===== src/rtl/tppc_pkg.sv =====
`default_nettype none
package tppc_pkg;

  localparam int PERIOD_BITS     = 16;
  localparam int PRESCALER_STEPS = 8;

  localparam int CLK_W  = 28;
  localparam int US_W   = 32;
  localparam int PROD_W = CLK_W + US_W;
  localparam int REM_W  = 20;
  localparam int Q_W    = 41;
  localparam int CNT_W  = 6;
  localparam int SH_W   = 4;
  localparam int IDX_W  = 3;

  localparam logic [CLK_W-1:0] CLK_RESET = CLK_W'(80000000);
  localparam logic [REM_W:0]   US_PER_S  = (REM_W + 1)'(1000000);
  localparam logic [Q_W-1:0]   TICK_LIMIT = Q_W'(1) << PERIOD_BITS;

  localparam logic [2:0] CH_FIRST = 3'd1;
  localparam logic [2:0] CH_LAST  = 3'd5;

  localparam logic [IDX_W-1:0] CH1_LAST_IDX = IDX_W'(4 - 1);
  localparam logic [IDX_W-1:0] CHX_LAST_IDX =
    IDX_W'(((PRESCALER_STEPS > 8) ? 8 : PRESCALER_STEPS) - 1);

  typedef enum logic [2:0] {
    S_IDLE,
    S_MUL,
    S_DIV,
    S_SRCH,
    S_OUT
  } state_t;

  typedef struct packed {
    logic [2:0]  irq_priority_out;
    logic        irq_enable_out;
    logic [15:0] period_value;
    logic [2:0]  prescaler_code;
    logic        ok;
  } result_t;

  // divisors are powers of two: return log2 of the table entry
  function automatic logic [SH_W-1:0] div_shift(input logic ch1, input logic [IDX_W-1:0] idx);
    logic [SH_W-1:0] s;
    if (ch1) begin
      unique case (idx)
        3'd0:    s = 4'd0;
        3'd1:    s = 4'd3;
        3'd2:    s = 4'd6;
        default: s = 4'd8;
      endcase
    end else begin
      unique case (idx)
        3'd7:    s = 4'd8;
        default: s = {1'b0, idx};
      endcase
    end
    return s;
  endfunction

endpackage
`default_nettype wire


===== src/rtl/tppc_mul.sv =====
`default_nettype none
module tppc_mul (
  input  wire logic                              clk,
  input  wire logic                              rst_n,
  input  wire logic                              start,
  input  wire logic [tppc_pkg::CLK_W-1:0]        a,
  input  wire logic [tppc_pkg::US_W-1:0]         b,
  output logic                                   done,
  output logic [tppc_pkg::PROD_W-1:0]            product
);

  logic [tppc_pkg::PROD_W:0]   p_r, p_nxt;
  logic [tppc_pkg::CNT_W-1:0]  cnt_r, cnt_nxt;
  logic                        busy_r, busy_nxt;
  logic                        done_r, done_nxt;
  logic [tppc_pkg::CLK_W:0]    sum;

  // shift-add, one multiplier bit per cycle, LSB first
  always_comb begin
    sum = {1'b0, p_r[tppc_pkg::PROD_W-1:tppc_pkg::US_W]}
        + (p_r[0] ? {1'b0, a} : '0);
    p_nxt    = p_r;
    cnt_nxt  = cnt_r;
    busy_nxt = busy_r;
    done_nxt = 1'b0;
    if (start) begin
      p_nxt    = {(tppc_pkg::CLK_W + 1)'(0), b};
      cnt_nxt  = '0;
      busy_nxt = 1'b1;
    end else if (busy_r) begin
      p_nxt   = {1'b0, sum, p_r[tppc_pkg::US_W-1:1]};
      cnt_nxt = cnt_r + 1'b1;
      if (cnt_r == tppc_pkg::CNT_W'(tppc_pkg::US_W - 1)) begin
        busy_nxt = 1'b0;
        done_nxt = 1'b1;
      end
    end
  end

  always_ff @(posedge clk) begin
    p_r   <= p_nxt;
    cnt_r <= cnt_nxt;
    if (!rst_n) begin
      busy_r <= 1'b0;
      done_r <= 1'b0;
    end else begin
      busy_r <= busy_nxt;
      done_r <= done_nxt;
    end
  end

  assign done    = done_r;
  assign product = p_r[tppc_pkg::PROD_W-1:0];

endmodule
`default_nettype wire


===== src/rtl/tppc_div.sv =====
`default_nettype none
module tppc_div (
  input  wire logic                              clk,
  input  wire logic                              rst_n,
  input  wire logic                              start,
  input  wire logic [tppc_pkg::PROD_W-1:0]       dividend,
  output logic                                   done,
  output logic [tppc_pkg::Q_W-1:0]               quotient
);

  logic [tppc_pkg::PROD_W-1:0] d_r, d_nxt;
  logic [tppc_pkg::REM_W-1:0]  rem_r, rem_nxt;
  logic [tppc_pkg::CNT_W-1:0]  cnt_r, cnt_nxt;
  logic                        busy_r, busy_nxt;
  logic                        done_r, done_nxt;
  logic [tppc_pkg::REM_W:0]    trial;
  logic [tppc_pkg::REM_W:0]    diff;
  logic                        ge;

  // restoring division by 1e6, one quotient bit per cycle
  always_comb begin
    trial = {rem_r, d_r[tppc_pkg::PROD_W-1]};
    ge    = trial >= tppc_pkg::US_PER_S;
    diff  = trial - tppc_pkg::US_PER_S;
    d_nxt    = d_r;
    rem_nxt  = rem_r;
    cnt_nxt  = cnt_r;
    busy_nxt = busy_r;
    done_nxt = 1'b0;
    if (start) begin
      d_nxt    = dividend;
      rem_nxt  = '0;
      cnt_nxt  = '0;
      busy_nxt = 1'b1;
    end else if (busy_r) begin
      d_nxt   = {d_r[tppc_pkg::PROD_W-2:0], ge};
      rem_nxt = ge ? diff[tppc_pkg::REM_W-1:0] : trial[tppc_pkg::REM_W-1:0];
      cnt_nxt = cnt_r + 1'b1;
      if (cnt_r == tppc_pkg::CNT_W'(tppc_pkg::PROD_W - 1)) begin
        busy_nxt = 1'b0;
        done_nxt = 1'b1;
      end
    end
  end

  always_ff @(posedge clk) begin
    d_r   <= d_nxt;
    rem_r <= rem_nxt;
    cnt_r <= cnt_nxt;
    if (!rst_n) begin
      busy_r <= 1'b0;
      done_r <= 1'b0;
    end else begin
      busy_r <= busy_nxt;
      done_r <= done_nxt;
    end
  end

  assign done     = done_r;
  assign quotient = d_r[tppc_pkg::Q_W-1:0];

endmodule
`default_nettype wire


===== src/rtl/timer_prescaler_period_calculator_core.sv =====
// channel | handshake                     | payload
// in      | in_tvalid / in_tready         | in_tdata  (40 b)
// out     | out_tvalid / out_tready       | out_tdata (24 b)
// cfg     | cfg_valid / cfg_ready         | cfg_data  (28 b, bus_clock_hz)
//
// One request at a time: serial multiply, handoff, serial divide by 1e6, handoff,
// prescaler search, then the output register is loaded; out_tvalid rises and
// in_tready returns in the same cycle. Multiply and divide are bit-serial units.
// Reset: synchronous, active low; bus clock returns to 80 MHz.
// A result waiting on out_tready holds the next result, and so the block, in its output state.
`default_nettype none
module timer_prescaler_period_calculator_core (
  input  wire logic        clk,
  input  wire logic        rst_n,
  input  wire logic        in_tvalid,
  output logic             in_tready,
  // [2:0] channel, [34:3] period_us, [35] irq_enable, [38:36] irq_priority
  input  wire logic [39:0] in_tdata,
  output logic             out_tvalid,
  input  wire logic        out_tready,
  // [0] ok, [3:1] prescaler_code, [19:4] period_value,
  // [20] irq_enable_out, [23:21] irq_priority_out
  output logic [23:0]      out_tdata,
  input  wire logic        cfg_valid,
  output logic             cfg_ready,
  input  wire logic [27:0] cfg_data
);

  tppc_pkg::state_t               state_r, state_nxt;
  logic [tppc_pkg::CLK_W-1:0]     bus_clk_r;
  logic [2:0]                     ch_r, ch_nxt;
  logic                           irq_en_r, irq_en_nxt;
  logic [2:0]                     irq_pri_r, irq_pri_nxt;
  logic [tppc_pkg::IDX_W-1:0]     idx_r, idx_nxt;
  tppc_pkg::result_t              res_r, res_nxt;
  tppc_pkg::result_t              out_r, out_nxt;
  logic                           out_valid_r, out_valid_nxt;

  logic                           mul_start, mul_done;
  logic [tppc_pkg::PROD_W-1:0]    product;
  logic                           div_start, div_done;
  logic [tppc_pkg::Q_W-1:0]       q;
  logic [tppc_pkg::Q_W-1:0]       ticks;
  logic [tppc_pkg::Q_W-1:0]       ticks_m1;
  logic                           ch1, ch_ok, fits, last;

  assign cfg_ready = 1'b1;
  assign in_tready = (state_r == tppc_pkg::S_IDLE);

  tppc_mul u_mul (
    .clk     (clk),
    .rst_n   (rst_n),
    .start   (mul_start),
    .a       (bus_clk_r),
    .b       (in_tdata[34:3]),
    .done    (mul_done),
    .product (product)
  );

  tppc_div u_div (
    .clk      (clk),
    .rst_n    (rst_n),
    .start    (div_start),
    .dividend (product),
    .done     (div_done),
    .quotient (q)
  );

  always_comb begin
    ch1      = (ch_r == tppc_pkg::CH_FIRST);
    ch_ok    = (ch_r >= tppc_pkg::CH_FIRST) && (ch_r <= tppc_pkg::CH_LAST);
    ticks    = q >> tppc_pkg::div_shift(ch1, idx_r);
    ticks_m1 = ticks - 1'b1;
    fits     = ticks <= tppc_pkg::TICK_LIMIT;
    last     = ch1 ? (idx_r == tppc_pkg::CH1_LAST_IDX) : (idx_r == tppc_pkg::CHX_LAST_IDX);

    state_nxt     = state_r;
    ch_nxt        = ch_r;
    irq_en_nxt    = irq_en_r;
    irq_pri_nxt   = irq_pri_r;
    idx_nxt       = idx_r;
    res_nxt       = res_r;
    out_nxt       = out_r;
    out_valid_nxt = out_valid_r && !out_tready;
    mul_start     = 1'b0;
    div_start     = 1'b0;

    unique case (state_r)
      tppc_pkg::S_IDLE: begin
        if (in_tvalid) begin
          mul_start   = 1'b1;
          ch_nxt      = in_tdata[2:0];
          irq_en_nxt  = in_tdata[35];
          irq_pri_nxt = in_tdata[38:36];
          state_nxt   = tppc_pkg::S_MUL;
        end
      end
      tppc_pkg::S_MUL: begin
        if (mul_done) begin
          div_start = 1'b1;
          state_nxt = tppc_pkg::S_DIV;
        end
      end
      tppc_pkg::S_DIV: begin
        idx_nxt = '0;
        if (div_done) begin
          state_nxt = tppc_pkg::S_SRCH;
        end
      end
      tppc_pkg::S_SRCH: begin
        res_nxt = '0;
        if (!ch_ok) begin
          state_nxt = tppc_pkg::S_OUT;
        end else if (fits) begin
          if (ticks != '0) begin
            res_nxt.ok               = 1'b1;
            res_nxt.prescaler_code   = idx_r;
            res_nxt.period_value     = ticks_m1[15:0];
            res_nxt.irq_enable_out   = irq_en_r;
            res_nxt.irq_priority_out = irq_pri_r;
          end
          state_nxt = tppc_pkg::S_OUT;
        end else if (last) begin
          state_nxt = tppc_pkg::S_OUT;
        end else begin
          idx_nxt = idx_r + 1'b1;
        end
      end
      tppc_pkg::S_OUT: begin
        if (!out_valid_r || out_tready) begin
          out_nxt       = res_r;
          out_valid_nxt = 1'b1;
          state_nxt     = tppc_pkg::S_IDLE;
        end
      end
      default: state_nxt = tppc_pkg::S_IDLE;
    endcase
  end

  always_ff @(posedge clk) begin
    ch_r      <= ch_nxt;
    irq_en_r  <= irq_en_nxt;
    irq_pri_r <= irq_pri_nxt;
    idx_r     <= idx_nxt;
    res_r     <= res_nxt;
    out_r     <= out_nxt;
    if (!rst_n) begin
      state_r     <= tppc_pkg::S_IDLE;
      out_valid_r <= 1'b0;
      bus_clk_r   <= tppc_pkg::CLK_RESET;
    end else begin
      state_r     <= state_nxt;
      out_valid_r <= out_valid_nxt;
      if (cfg_valid) begin
        bus_clk_r <= cfg_data;
      end
    end
  end

  assign out_tvalid = out_valid_r;
  assign out_tdata  = out_r;

endmodule
`default_nettype wire


===== config.mk =====
export PLATFORM = sky130hd
export DESIGN_NAME = timer_prescaler_period_calculator_core
export DESIGN_NICKNAME = d
export VERILOG_FILES = /design/src/rtl/tppc_pkg.sv /design/src/rtl/tppc_mul.sv /design/src/rtl/tppc_div.sv /design/src/rtl/timer_prescaler_period_calculator_core.sv
export SDC_FILE = /design/constraint.sdc
export NUM_CORES = 1
export LEC_CHECK = 0
export BUFFER_PORTS_ARGS = -buffer_cell sky130_fd_sc_hd__buf_2
export CAP_MARGIN = 10
export CORE_UTILIZATION = 35
export CTS_CLUSTER_SIZE = 30
export DETAILED_ROUTE_END_ITERATION = 10
export MAX_ROUTING_LAYER = met4
export PLACE_DENSITY = 0.63
export SYNTH_ARGS = -nofsm -noshare
export SYNTH_HDL_FRONTEND = slang
export SYNTH_SLANG_ARGS = --single-unit

===== constraint.sdc =====
create_clock -name clk -period 12.7 [get_ports clk]
set_input_delay 2.54 -clock clk [delete_from_list [all_inputs] [get_ports clk]]
set_output_delay 2.54 -clock clk [all_outputs]
set_load 0.1 [all_outputs]

# Word level (Yosys, flattened, before mapping)
# Cells that the tools add are included.
# totals
register_bits	246
out_inout_bits	27
elab_cells	116
# classes
add_sub_neg	6
order_cmp	4
n_eq_ne	19
shift	1
mux	37
n_bitwise	3
n_reduce_logical	19
# ops
operator	count
2-to-1 mux 60 bit	2
2-to-1 mux 32 bit	2
less-or-equal comparator 41 x 17 -> 1 bit (second input constant)	1
nonzero test 41 bit	1
right shift 41 x 4 -> 41 bit	1
2-to-1 mux 3 bit	10
adder 28 x 28 -> 29 bit	1
2-to-1 mux 28 bit	1
greater-or-equal comparator 21 x 20 -> 1 bit (second input constant)	1
2-to-1 mux 20 bit	1
subtractor 20 bit (second input constant)	1
2-to-1 mux 1 bit	16
subtractor 16 x 1 -> 16 bit (second input constant)	1
one-hot mux 3 bit (5 select lines)	1
adder 6 x 1 -> 6 bit (second input constant)	2
equality test 3 x 2 -> 1 bit (second input constant)	4
one-hot mux 4 bit (3 select lines)	1
!= test 2 bit (second input constant)	5
equality test 3 x 1 -> 1 bit (second input constant)	3
2-to-1 mux 4 bit	2
equality test 3 bit (second input constant)	2
equality test 6 x 5 -> 1 bit (second input constant)	1
equality test 6 bit (second input constant)	1
logical NOT 3 bit	2
16 further kinds	26

# Logic depth before layout (Yosys ltp)
# Gate-level depths: netlist of the first run.
# logic_depth
word_depth	8
mapped_depth	19

# Hierarchy
# A second synthesis of the first run with hierarchy kept.
# hier_totals
hier_cells	1369
hier_area_um2	14335.0
# modules_own_cells
mod	instances	cells_per_inst	area_each_um2
timer_prescaler_period_calculator_core	1	557	5625.4
tppc_div	1	364	4426.7
tppc_mul	1	448	4282.9

# Worst setup path after synthesis of the first run
# OpenSTA, ideal clock, no wires.
# synth_timing
kind	register -> output
startpoint	reg state_r[2]
endpoint	out in_tready
arrival_ns	2.603
required_time_ns	10.160
setup_slack_ns	7.557
stages_incl_launch_ff	3
n_path_buf	1
cell_sequence	dfxtp_1 > clkbuf_1 > nor3_1
# synth_via
elab_chain_len	1
# synth_rtl
element	line_no	text
start: declaration	timer_prescaler_period_calculator_core.sv:29	tppc_pkg::state_t state_r, state_nxt;
start signal: assignment	timer_prescaler_period_calculator_core.sv:148	state_r <= tppc_pkg::S_IDLE;
start signal: assignment	timer_prescaler_period_calculator_core.sv:152	state_r <= state_nxt;
logical NOT 3 bit	timer_prescaler_period_calculator_core.sv:48	assign in_tready = (state_r == tppc_pkg::S_IDLE);
end: declaration	timer_prescaler_period_calculator_core.sv:16	output logic in_tready,
# No other way between the ends.

# Worst setup path after layout of the first run
# layout_timing
startpoint	reg idx_r[0] in the netlist's numbering
endpoint	reg res_r[13] in the netlist's numbering, data pin
# layout_via
elab_chain_len	6
elab_cells_between_ends	12
# layout_rtl
element	line_no	text
start: declaration	timer_prescaler_period_calculator_core.sv:34	logic [tppc_pkg::IDX_W-1:0] idx_r, idx_nxt;
start signal: assignment	timer_prescaler_period_calculator_core.sv:144	idx_r <= idx_nxt;
equality test 3 x 2 -> 1 bit (tied with other cells)	tppc_pkg.sv:47	unique case (idx)
one-hot mux 4 bit (3 select lines) or 2-to-1 mux 4 bit (tied branches)	tppc_pkg.sv:47, tppc_pkg.sv:54	
2-to-1 mux 4 bit *	tppc_pkg.sv:46	if (ch1) begin
right shift 41 x 4 -> 41 bit *	timer_prescaler_period_calculator_core.sv:72	ticks = q >> tppc_pkg::div_shift(ch1, idx_r);
less-or-equal comparator 41 x 17 -> 1 bit or nonzero test 41 bit (tied branches)	timer_prescaler_period_calculator_core.sv:74, timer_prescaler_period_calculator_core.sv:115	
AND reduction 3 bit (no line)	n/a	
end signal: assignment	timer_prescaler_period_calculator_core.sv:145	res_r <= res_nxt;
end: declaration	timer_prescaler_period_calculator_core.sv:35	tppc_pkg::result_t res_r, res_nxt;
# Mark *: on every way between the ends. The rest lies on a longest branch, timed or not.
# A chain may end at the register's enable or synchronous reset.

==> flow_summary.yaml, run 1 <==
place:
  dp_hpwl_mm: 20.8
  portBuffers: 97
  pre_cts_ws_ns: 7.46
  gp_congestion: 0.876
clock_tree:
  cts_max_level: 1
  numCtsBuffers: 28
  cts_buffer_depth: 3
  cts_tree: "yes"
  root_buffer: "clkbuf_16"
  cts_resized: 0
  cts_sinks: 246
  cts_setup_buffers: 0
  clk-insertion-delay-late_ns: 0.57
  holdBufCountCts: 0
  clk_pin_slew_ns: 0.06
power:
  seq_power_share_pct: 46.3
  combPwrFrac_pct: 17.4
  finalPower_mw: 2.13
  p_switching_mw: 0.608
  leakage_nw: 6.04
  p_int_mw: 1.52
  ir_drop_mv: 0.105
  powerDensity_nw_per_um2: 140
  swShare_pct: 28.6
  clkPwrFrac_pct: 36.3
timing:
  finClkSkew_ns: 0.0289
  max_clock_freq_mhz: 188
  worst_slew_pin_slew_ns: 1.03
  max_slew_margin_pct: 31.0
  rsz0062_at_grt: "no"
  post-route-period-util_pct: 41.9
  setup_violations: 0
  final-max-slew-violation-count: 0
  fin_tns_setup_ns: 0
  holdWs_ns: 0.417
  fin_crit_ns: 5.32
  finalHoldViolations: 0
  final.setup.worst_slack_ns: 7.38
floorplanning:
  fp-row-count: 71
  ios: 100
  die_h_um: 197
  initial_core_util_pct: 35.6
  core_um2: 37600
  fp.dieW_um: 197
  die_area_um2: 39000
synth:
  yosys-top-cells-area: "edfxtp_1 34%, dfxtp_1 14%, mux2i_1 7.5%, mux2_2 5.5%, nand2_1 5.2%"
  netlist_top_cells_count: "184 x nand2_1, 150 x edfxtp_1, 123 x nor2_1, 100 x mux2i_1, 96 x dfxtp_1"
  synth_top_area_cell: "edfxtp_1"
  yosysMostFrequentCell: "nand2_1"
  mappedNetlistNets: 1410
  ys_ff_latch: 246
  synth_edf_count: 150
  yosysSeqAreaShare_pct: 48.1
  synthArstFlopShare_pct: 0
  synth_top_cell_area_share_pct: 33.7
  dominantRegCellSynth: "edfxtp_1"
  syn_avg_cell_area_um2: 10.3
  synthCells: 1294
  synth_warnings: 0
  syn-cell-area_um2: 13400
  synth_cell_type_count: 72
final_layout:
  area_growth_pct: 13.7
  n_fill_cell: 3687
  multiInputGateArea_um2: 6550
  fin_nets: 1485
  register_area_um2: 6430
  drive_gt1_share_pct: 17.4
run_status:
  status: "complete, no violations"
routing:
  wire_per_inst_um: 15.8
  drt_iter0_markers: 618
  ant_nets: 0
  vias_per_cell: 5.11
  drc: 0
  routed_wl_mm: 30.0
  dr.pass1.iters: 5
  vias: 9720
worst_setup_path:
  cp-start-kind: "flop"
  path_class: "reg -> reg"
  critical_path_required_ns: 13.07
  crit_fanout: 41
  end_kind: "flop"
  cp.arrival_ns: 5.69
global_routing:
  grt_max_degree: 84
  grt_pass1_vias: 9460
  antenna_found_initial: 1
  grt_use_total_pct: 15.9
  grt_pass1_wl_mm: 48.9
  overflow: 0
run:
  max-cap-violations: 0
worst_hold_path:
  hold_path.class: "reg -> reg"
sequential cells by signal, summed over array words and instances (netlist names):
signal,flops
res_r,24
u_mul.cnt_r,6
u_mul.p_r,60
state_r,3
out_tdata,24
out_tvalid,1
ch_r,3
u_div.rem_r,20
idx_r,3
u_div.cnt_r,6
u_div.busy_r,1
u_mul.busy_r,1
irq_pri_r,3
u_mul.done,1
irq_en_r,1
u_div.d_r,60
bus_clk_r,28
u_div.done,1
power groups by stage:
stage	clock network (mW)	registers [mW]	logic [mW]
2_1_floorplan	0	0.977	0.294
3_3_place_gp	0	1.00	0.363
3_5_place_dp	0	1.00	0.370
4_1_cts	0.795	0.987	0.372
5_1_grt	0.826	0.997	0.414
6_report	0.772	0.986	0.371
cells by family (layout without fill, tap and decap cells):
| logic type | Yosys count | count (layout) | share of synthesized area, % |
|---|---|---|---|
| AO/OA/AOI/OAI | 222 | 222 | 11.1 |
| XOR/XNOR | 58 | 58 | 3.80 |
| adder cells (fa/ha/maj) | 43 | 43 | 4.08 |
| buffers and inverters | 97 | 193 | 3.01 |
| flip-flops | 246 | 246 | 48.1 |
| multiplexers | 174 | 174 | 14.4 |
| other | 1 | 2 | 0.0281 |
| AND/OR/NAND/NOR | 453 | 453 | 15.5 |
worst max-delay path, cell delays in order (launching register included):
cell and delay (ns):
edfxtp_1 0.50, ha_1 0.27, ha_1 0.25, nand2b_1 0.19, mux2_4 0.57, mux2i_1 0.50, a222oi_1 0.24, a222oi_1 0.94
o211ai_1 0.28, a2111oi_2 0.49, a31oi_1 0.15, nand4bb_1 0.21, buf_4 0.22, nor4b_2 0.28
metrics by stage:
step | area (µm²) | utilization [%] | std cells
after floorplan | 13400 | - | 1294
after global placement | 14300 | 38.1 | 1850
after detailed placement | 14300 | 38.1 | 1850
after CTS | 15200 | 40.4 | 1901
after global routing | 15200 | 40.4 | 1902
final | 15200 | 40.4 | 1902
metal layers:
| metal | share of wire [%] | track usage [%] | vias up |
|---|---|---|---|
| met3 | 4.8 | 2.36 | 43 |
| li1 | - | - | 4856 |
| met4 | 2.0 | 4.45 | 0 |
| met2 | 45 | 25.1 | 215 |
| met5 | 0 | - | - |
| met1 | 48 | 21.3 | 4606 |
area by class of cell:
type	instances	share of cell area, %
Timing Repair Buffer	111	3.89
Tap cell	511	4.21
Sequential cell	246	42.3
Antenna cell	1	0.0165
Clock inverter	14	0.898
Inverter	31	0.766
Multi-Input combinational cell	951	43.1
Clock buffer	37	4.83
final timing paths:
kind,startpoint,end,slack (ns),cells past startpoint
hold / removal,res_r[7]$_SDFFCE_PN0P_,out_tdata[7]$_DFFE_PP_,0.42,0
setup / recovery,idx_r[0]$_SDFFCE_PN0P_,res_r[13]$_SDFFCE_PN0P_,7.38,13
hold reg to reg,res_r[7]$_SDFFCE_PN0P_,out_tdata[7]$_DFFE_PP_,0.42,0
setup reg to reg,idx_r[0]$_SDFFCE_PN0P_,res_r[13]$_SDFFCE_PN0P_,7.38,13
placed cells by master (no fill, tap or decap), types with 9 or more instances in the layout:
cell type | netlist | final
nor2_1 | 123 | 122
buf_2 | 3 | 97
clkbuf_16 | 0 | 28
xnor2_1 | 27 | 27
dfxtp_1 | 96 | 96
nand2b_1 | 9 | 9
edfxtp_1 | 150 | 150
mux2_2 | 65 | 65
inv_1 | 30 | 29
and2_1 | 33 | 33
mux2i_1 | 100 | 99
buf_4 | 1 | 14
a21oi_1 | 58 | 58
a21o_1 | 18 | 18
a31oi_1 | 13 | 13
ha_1 | 42 | 42
nand4_1 | 21 | 21
a211oi_1 | 25 | 25
a22oi_1 | 28 | 28
nand3_1 | 23 | 23
nand2_1 | 184 | 184
clkbuf_1 | 50 | 9
xor2_1 | 31 | 31
o21ai_0 | 32 | 32
nor3_1 | 12 | 11
Power figures use the tool's default switching activity.
==> inputs of run 2 (changes only) <==
--- a/config.mk
+++ b/config.mk
@@ -5,6 +5,7 @@
 export SDC_FILE = /design/constraint.sdc
 export NUM_CORES = 1
 export LEC_CHECK = 0
+export ABC_AREA = 1
 export BUFFER_PORTS_ARGS = -buffer_cell sky130_fd_sc_hd__buf_2
 export CAP_MARGIN = 10
 export CORE_UTILIZATION = 35
==> constraint.sdc (replaced) <==
create_clock -name clk -period 5.5 [get_ports clk]
set_input_delay 1.1 -clock clk [delete_from_list [all_inputs] [get_ports clk]]
set_output_delay 1.1 -clock clk [all_outputs]
set_load 0.1 [all_outputs]
==> flow_summary.yaml, run 2 <==
timing:
  finClkSkew_ns: 0.00963
  rsz0062_at_grt: "no"
  final-max-slew-violation-count: 0
  fin_crit_ns: 4.28
  final.setup.worst_slack_ns: 1.22
  finalHoldViolations: 0
  max_clock_freq_mhz: 234
  post-route-period-util_pct: 77.8
  max_slew_margin_pct: 31.2
  fin_tns_setup_ns: 0
  worst_slew_pin_slew_ns: 1.03
  setup_violations: 0
synth:
  synth_top_cell_area_share_pct: 33.1
  synth_edf_count: 150
  yosys-top-cells-area: "edfxtp_1 33%, dfxtp_1 14%, nand2_1 14%, nand3_1 7.2%, inv_1 5.3%"
  yosysSeqAreaShare_pct: 47.2
  ys_ff_latch: 246
  mappedNetlistNets: 1872
  synth_warnings: 0
  yosysMostFrequentCell: "nand2_1"
  netlist_top_cells_count: "508 x nand2_1, 196 x nand3_1, 191 x inv_1, 150 x edfxtp_1, 128 x o21ai_0"
  syn_avg_cell_area_um2: 7.75
  synth_cell_type_count: 51
  synth_top_area_cell: "edfxtp_1"
  dominantRegCellSynth: "edfxtp_1"
  synthArstFlopShare_pct: 0
  syn-cell-area_um2: 13600
  synthCells: 1756
floorplanning:
  fp.dieW_um: 199
  die_h_um: 199
  fp-row-count: 71
  ios: 100
  core_um2: 37900
  die_area_um2: 39700
  initial_core_util_pct: 35.9
global_routing:
  grt_use_total_pct: 17.2
  grt_max_degree: 75
  overflow: 0
  grt_pass1_vias: 11063
  antenna_found_initial: 0
  grt_pass1_wl_mm: 53.9
power:
  finalPower_mw: 6.54
  ir_drop_mv: 0.227
  powerDensity_nw_per_um2: 423
  leakage_nw: 6.95
worst_setup_path:
  critPathTopFamily: "simple AND/OR/NAND/NOR gates"
  crit_buf_inv: 2
  reg2reg_to: "res_r[13]$_SDFFCE_PN0P_"
  cp-start-kind: "flop"
  end_kind: "flop"
  critical_path_required_ns: 5.79
  crit_fanout: 37
  cp_slowest_cell: "edfxtp_1"
  path_class: "reg -> reg"
  reg2reg_slack_ns: 1.22
  crit_top_cell: "nand2_1"
  cp_slowest_stage_delay_ns: 0.43
  r2r-start: "idx_r[0]$_SDFFCE_PN0P_"
  cp.depth: 21
  cp.arrival_ns: 4.57
  rr_worst_depth: 21
  path_cells: "ha_1 -> ha_1 -> nor2_1 -> nand2_4 -> nand2_2 -> buf_4 -> nand2_1 -> nand2_1 -> nand2_1 -> nand2_1 -> nand2_1 -> nand3_1 -> nand2_1 -> nor2_1 -> nand2_1 -> nor2_1 -> nand2_1 -> o21ai_0 -> nor2_2 -> inv_2 -> nor2_2"
worst_hold_path:
  worstHoldStart: "res_r[0]$_SDFFCE_PN0P_"
  hold_path.class: "reg -> reg"
  hold_end: "out_tdata[0]$_DFFE_PP_"
  hold_depth: 0
final_layout:
  area_growth_pct: 13.5
  diodes: 0
  reg_top3: "u_div.d_r (60), u_mul.p_r (60), bus_clk_r (28)"
  fin_nets: 1941
  final_cell_mix: "507 x nand2_1, 195 x nand3_1, 189 x inv_1, 150 x edfxtp_1, 128 x o21ai_0"
  layout_commonest_cell: "nand2_1"
  n_fill_cell: 3916
  drive_gt1_share_pct: 11.6
clock_tree:
  cts_resized: 0
  clk-insertion-delay-late_ns: 0.55
  holdBufCountCts: 0
  numCtsBuffers: 28
  cts_buffer_depth: 3
  root_buffer: "clkbuf_16"
  cts_setup_buffers: 0
  clk_pin_slew_ns: 0.06
  cts_tree: "yes"
  cts_max_level: 1
  cts_sinks: 246
routing:
  drc: 0
  wire_per_inst_um: 13.8
  vias: 11607
  ant_nets: 0
  routed_wl_mm: 32.6
  dr.pass1.iters: 7
  vias_per_cell: 4.92
  drt_iter0_markers: 697
place:
  dp_hpwl_mm: 23.4
  portBuffers: 97
  gp_congestion: 0.924
  pre_cts_ws_ns: 1.20
run:
  max-cap-violations: 0
run_status:
  status: "complete, no violations"
-- run 2: worst max path at each step --
stage,from,to,slack [ns]
finish,idx_r[0]$_SDFFCE_PN0P_,res_r[13]$_SDFFCE_PN0P_,1.22
CTS,idx_r[0]$_SDFFCE_PN0P_,res_r[1]$_SDFFCE_PN0P_,1.19
detailed placement,idx_r[0]$_SDFFCE_PN0P_,res_r[1]$_SDFFCE_PN0P_,1.20
global route,idx_r[0]$_SDFFCE_PN0P_,res_r[1]$_SDFFCE_PN0P_,0.68
global placement,idx_r[0]$_SDFFCE_PN0P_,res_r[1]$_SDFFCE_PN0P_,1.28
floorplan,state_r[0]$_SDFFE_PN0P_,u_div.d_r[0]$_DFFE_PP_,2.17
-- run 2: kinds of logic after synthesis --
logic type / after synthesis / synth area share, %
AOI/OAI and AO/OA: 282 / 11.6
xor gates and xnor gates: 16 / 1.03
adders and majority gates: 43 / 4.01
buffers and inverters: 271 / 8.04
DFF: 246 / 47.2
other: 1 / 0.0275
and+or+nand+nor: 897 / 28.1
-- run 2: power breakdown --
| part | total [mW] | switching (mW) | internal (mW) |
|---|---|---|---|
| combinational | 2.17 | 1.51 | 0.662 |
| sequential | 2.50 | 0.201 | 2.30 |
| clock | 1.87 | 0.749 | 1.12 |
| total | 6.54 | 2.46 | 4.08 |
-- run 2: layer usage --
metal	wire length, µm	vias to the layer above	global-route usage, %
met3	1300	53	2.70
met5	0	-	-
met1	14800	5366	21.1
met2	15800	205	29.3
met4	742	0	4.30
li1	-	5983	-
-- run 2: per-stage QoR --
stage | utilization, % | instance area, µm² | std cells | hold WS (ns)
floorplan | - | 13600 | 1756 | 0.400
global placement | 38.3 | 14500 | 2306 | 0.403
detailed placement | 38.3 | 14500 | 2306 | 0.405
CTS | 40.7 | 15500 | 2358 | 0.417
global route | 40.7 | 15500 | 2358 | 0.422
finish | 40.7 | 15500 | 2358 | 0.414
-- run 2: area by class of cell --
| type | instances | area [µm²] | share of cell area [%] |
|---|---|---|---|
| Tap cell | 511 | 639 | 4.14 |
| Clock buffer | 41 | 821 | 5.31 |
| Inverter | 198 | 744 | 4.82 |
| Clock inverter | 11 | 111 | 0.721 |
| Timing Repair Buffer | 112 | 598 | 3.87 |
| Multi-Input combinational cell | 1239 | 6110 | 39.6 |
| Sequential cell | 246 | 6430 | 41.6 |
==> inputs of run 3 (changes only) <==
--- a/config.mk
+++ b/config.mk
@@ -12,7 +12,7 @@
 export CTS_CLUSTER_SIZE = 30
 export DETAILED_ROUTE_END_ITERATION = 10
 export MAX_ROUTING_LAYER = met4
-export PLACE_DENSITY = 0.63
+export PLACE_DENSITY = 0.65
 export SYNTH_ARGS = -nofsm -noshare
 export SYNTH_HDL_FRONTEND = slang
 export SYNTH_SLANG_ARGS = --single-unit
==> constraint.sdc (replaced) <==
create_clock -name clk -period 3.7 [get_ports clk]
set_input_delay 0.74 -clock clk [delete_from_list [all_inputs] [get_ports clk]]
set_output_delay 0.74 -clock clk [all_outputs]
set_load 0.1 [all_outputs]
==> flow_summary.yaml, run 3 (same netlist as run 2, synthesis figures left out) <==
run_status:
  status: "complete, no violations"
timing:
  setup_violations: 0
  post-route-period-util_pct: 92.7
  final.setup.worst_slack_ns: 0.270
  max_slew_margin_pct: 34.7
  max_clock_freq_mhz: 292
  finClkSkew_ns: 0.00878
  fin_crit_ns: 3.43
  worst_slew_pin_slew_ns: 0.980
  final-max-slew-violation-count: 0
  finalHoldViolations: 0
place:
  pre_cts_ws_ns: 0.0694
  portBuffers: 97
  dp_hpwl_mm: 23.8
  dpl.cell_count: 2323
  gp_congestion: 0.944
floorplanning:
  core_um2: 37900
  die_h_um: 199
  ios: 100
  initial_core_util_pct: 35.9
  fp.dieW_um: 199
  die_area_um2: 39700
  fp-row-count: 71
worst_setup_path:
  end_kind: "flop"
  r2r-start: "idx_r[0]$_SDFFCE_PN0P_"
  cp-start-kind: "flop"
  cp_slowest_cell: "edfxtp_1"
  path_cells: "ha_2 -> ha_1 -> nor2_2 -> nand2_4 -> nand2_2 -> buf_12 -> nand2_1 -> o211ai_1 -> nand2_1 -> o211ai_1 -> nand2_2 -> inv_1 -> ha_1 -> nand2_1 -> nor2_2 -> nand3_1 -> nor2_2 -> nand3_1 -> o21ai_0 -> a21oi_1"
  path_class: "reg -> reg"
  cp_slowest_stage_delay_ns: 0.43
  crit_fanout: 28
  cp.arrival_ns: 3.73
  critPathTopFamily: "simple AND/OR/NAND/NOR gates"
  crit_buf_inv: 2
  reg2reg_to: "res_r[18]$_SDFFCE_PN0P_"
  rr_worst_depth: 20
  reg2reg_slack_ns: 0.27
  critical_path_required_ns: 4.00
routing:
  drt_iter0_markers: 535
  vias: 11688
  vias_per_cell: 4.92
  ant_nets: 0
  dr.pass1.iters: 6
  drc: 0
  routed_wl_mm: 32.7
  wire_per_inst_um: 13.8
power:
  ir_drop_mv: 0.358
  powerDensity_nw_per_um2: 615
  leakage_nw: 7.03
  finalPower_mw: 9.58
final_layout:
  drive_gt1_share_pct: 12.8
  reg_top3: "u_div.d_r (60), u_mul.p_r (60), bus_clk_r (28)"
  instances_no_fill: 2375
  final_cell_mix: "505 x nand2_1, 195 x nand3_1, 189 x inv_1, 150 x edfxtp_1, 127 x o21ai_0"
  final_util_pct: 41.1
  area_growth_pct: 14.5
  fin_nets: 1960
  diodes: 0
  layout_commonest_cell: "nand2_1"
clock_tree:
  root_buffer: "clkbuf_16"
  clk-insertion-delay-late_ns: 0.54
  numCtsBuffers: 27
  clk_pin_slew_ns: 0.06
  cts_sinks: 246
  cts_max_level: 1
  holdBufCountCts: 0
  cts_buffer_depth: 3
  cts_tree: "yes"
global_routing:
  grt_max_degree: 77
  antenna_found_initial: 0
  grt_pass1_vias: 10874
  grt_pass1_wl_mm: 53.5
  overflow: 0
  grt_use_total_pct: 17.1
worst_hold_path:
  hold_path.class: "in -> reg"
  hold_depth: 1
  hold_end: "irq_pri_r[2]$_DFFE_PP_"
  worstHoldStart: "in_tdata[38]"
run:
  max-cap-violations: 0
## run 3: metal layers
layer	vias up	wire length, µm	GRT usage [%]
met3	53	1290	2.19
met5	-	0	-
met4	0	652	3.65
met1	5376	14900	21.1
li1	6017	-	-
met2	242	15900	29.7
## run 3: area by class of cell
cell class                      count  area, µm²
Fill cell                        3864      22400
Sequential cell                   246       6430
Multi-Input combinational cell   1239       6130
Timing Repair Buffer              132        811
Clock buffer                       38        767
Inverter                          198        743
Tap cell                          511        639
Clock inverter                     11       62.6
## run 3: worst max path at each step
stage | from | end | slack, ns | cells after the start
after floorplan | state_r[0]$_SDFFE_PN0P_ | u_div.d_r[0]$_DFFE_PP_ | 0.37 | 7
after global placement | idx_r[0]$_SDFFCE_PN0P_ | res_r[8]$_SDFFCE_PN0P_ | 0.15 | 21
after detailed placement | idx_r[0]$_SDFFCE_PN0P_ | res_r[8]$_SDFFCE_PN0P_ | 0.07 | 19
after CTS | idx_r[0]$_SDFFCE_PN0P_ | res_r[8]$_SDFFCE_PN0P_ | 0.05 | 19
after global routing | idx_r[0]$_SDFFCE_PN0P_ | res_r[8]$_SDFFCE_PN0P_ | -0.01 | 21
final | idx_r[0]$_SDFFCE_PN0P_ | res_r[18]$_SDFFCE_PN0P_ | 0.27 | 20
## run 3: what timing repair did
action | in CTS | in global routing
endpoints found under the setup margin | 0 | 27
buffers inserted | 0 | 3
resized for setup | 0 | 8
## run 3: metrics by stage
| stage | instance area, µm² | TNS (ns) | hold WS (ns) |
|---|---|---|---|
| global placement | 14700 | 0 | 0.401 |
| detailed placement | 14700 | 0 | 0.405 |
| CTS | 15500 | 0 | 0.344 |
| finish | 15600 | 0 | 0.372 |
| floorplan | 13600 | 0 | 0.400 |
| global route | 15600 | -0.0169 | 0.352 |
## run 3: power breakdown
| part | leakage, nW | internal (mW) | total, mW | switching, mW |
|---|---|---|---|---|
| clock network | 0.416 | 1.44 | 2.51 | 1.07 |
| logic | 4.47 | 1.08 | 3.41 | 2.33 |
| registers | 2.15 | 3.41 | 3.65 | 0.240 |
| total | 7.03 | 5.94 | 9.58 | 3.64 |
## run 3: worst reg2reg max path, stage by stage, from the launching register on
cell and delay (ns):
edfxtp_1 0.43, ha_2 0.24, ha_1 0.21, nor2_2 0.15, nand2_4 0.07, nand2_2 0.11
buf_12 0.17, nand2_1 0.07, o211ai_1 0.08, nand2_1 0.07, o211ai_1 0.27, nand2_2 0.14
inv_1 0.10, ha_1 0.18, nand2_1 0.11, nor2_2 0.16, nand3_1 0.16, nor2_2 0.15
nand3_1 0.10, o21ai_0 0.15, a21oi_1 0.05
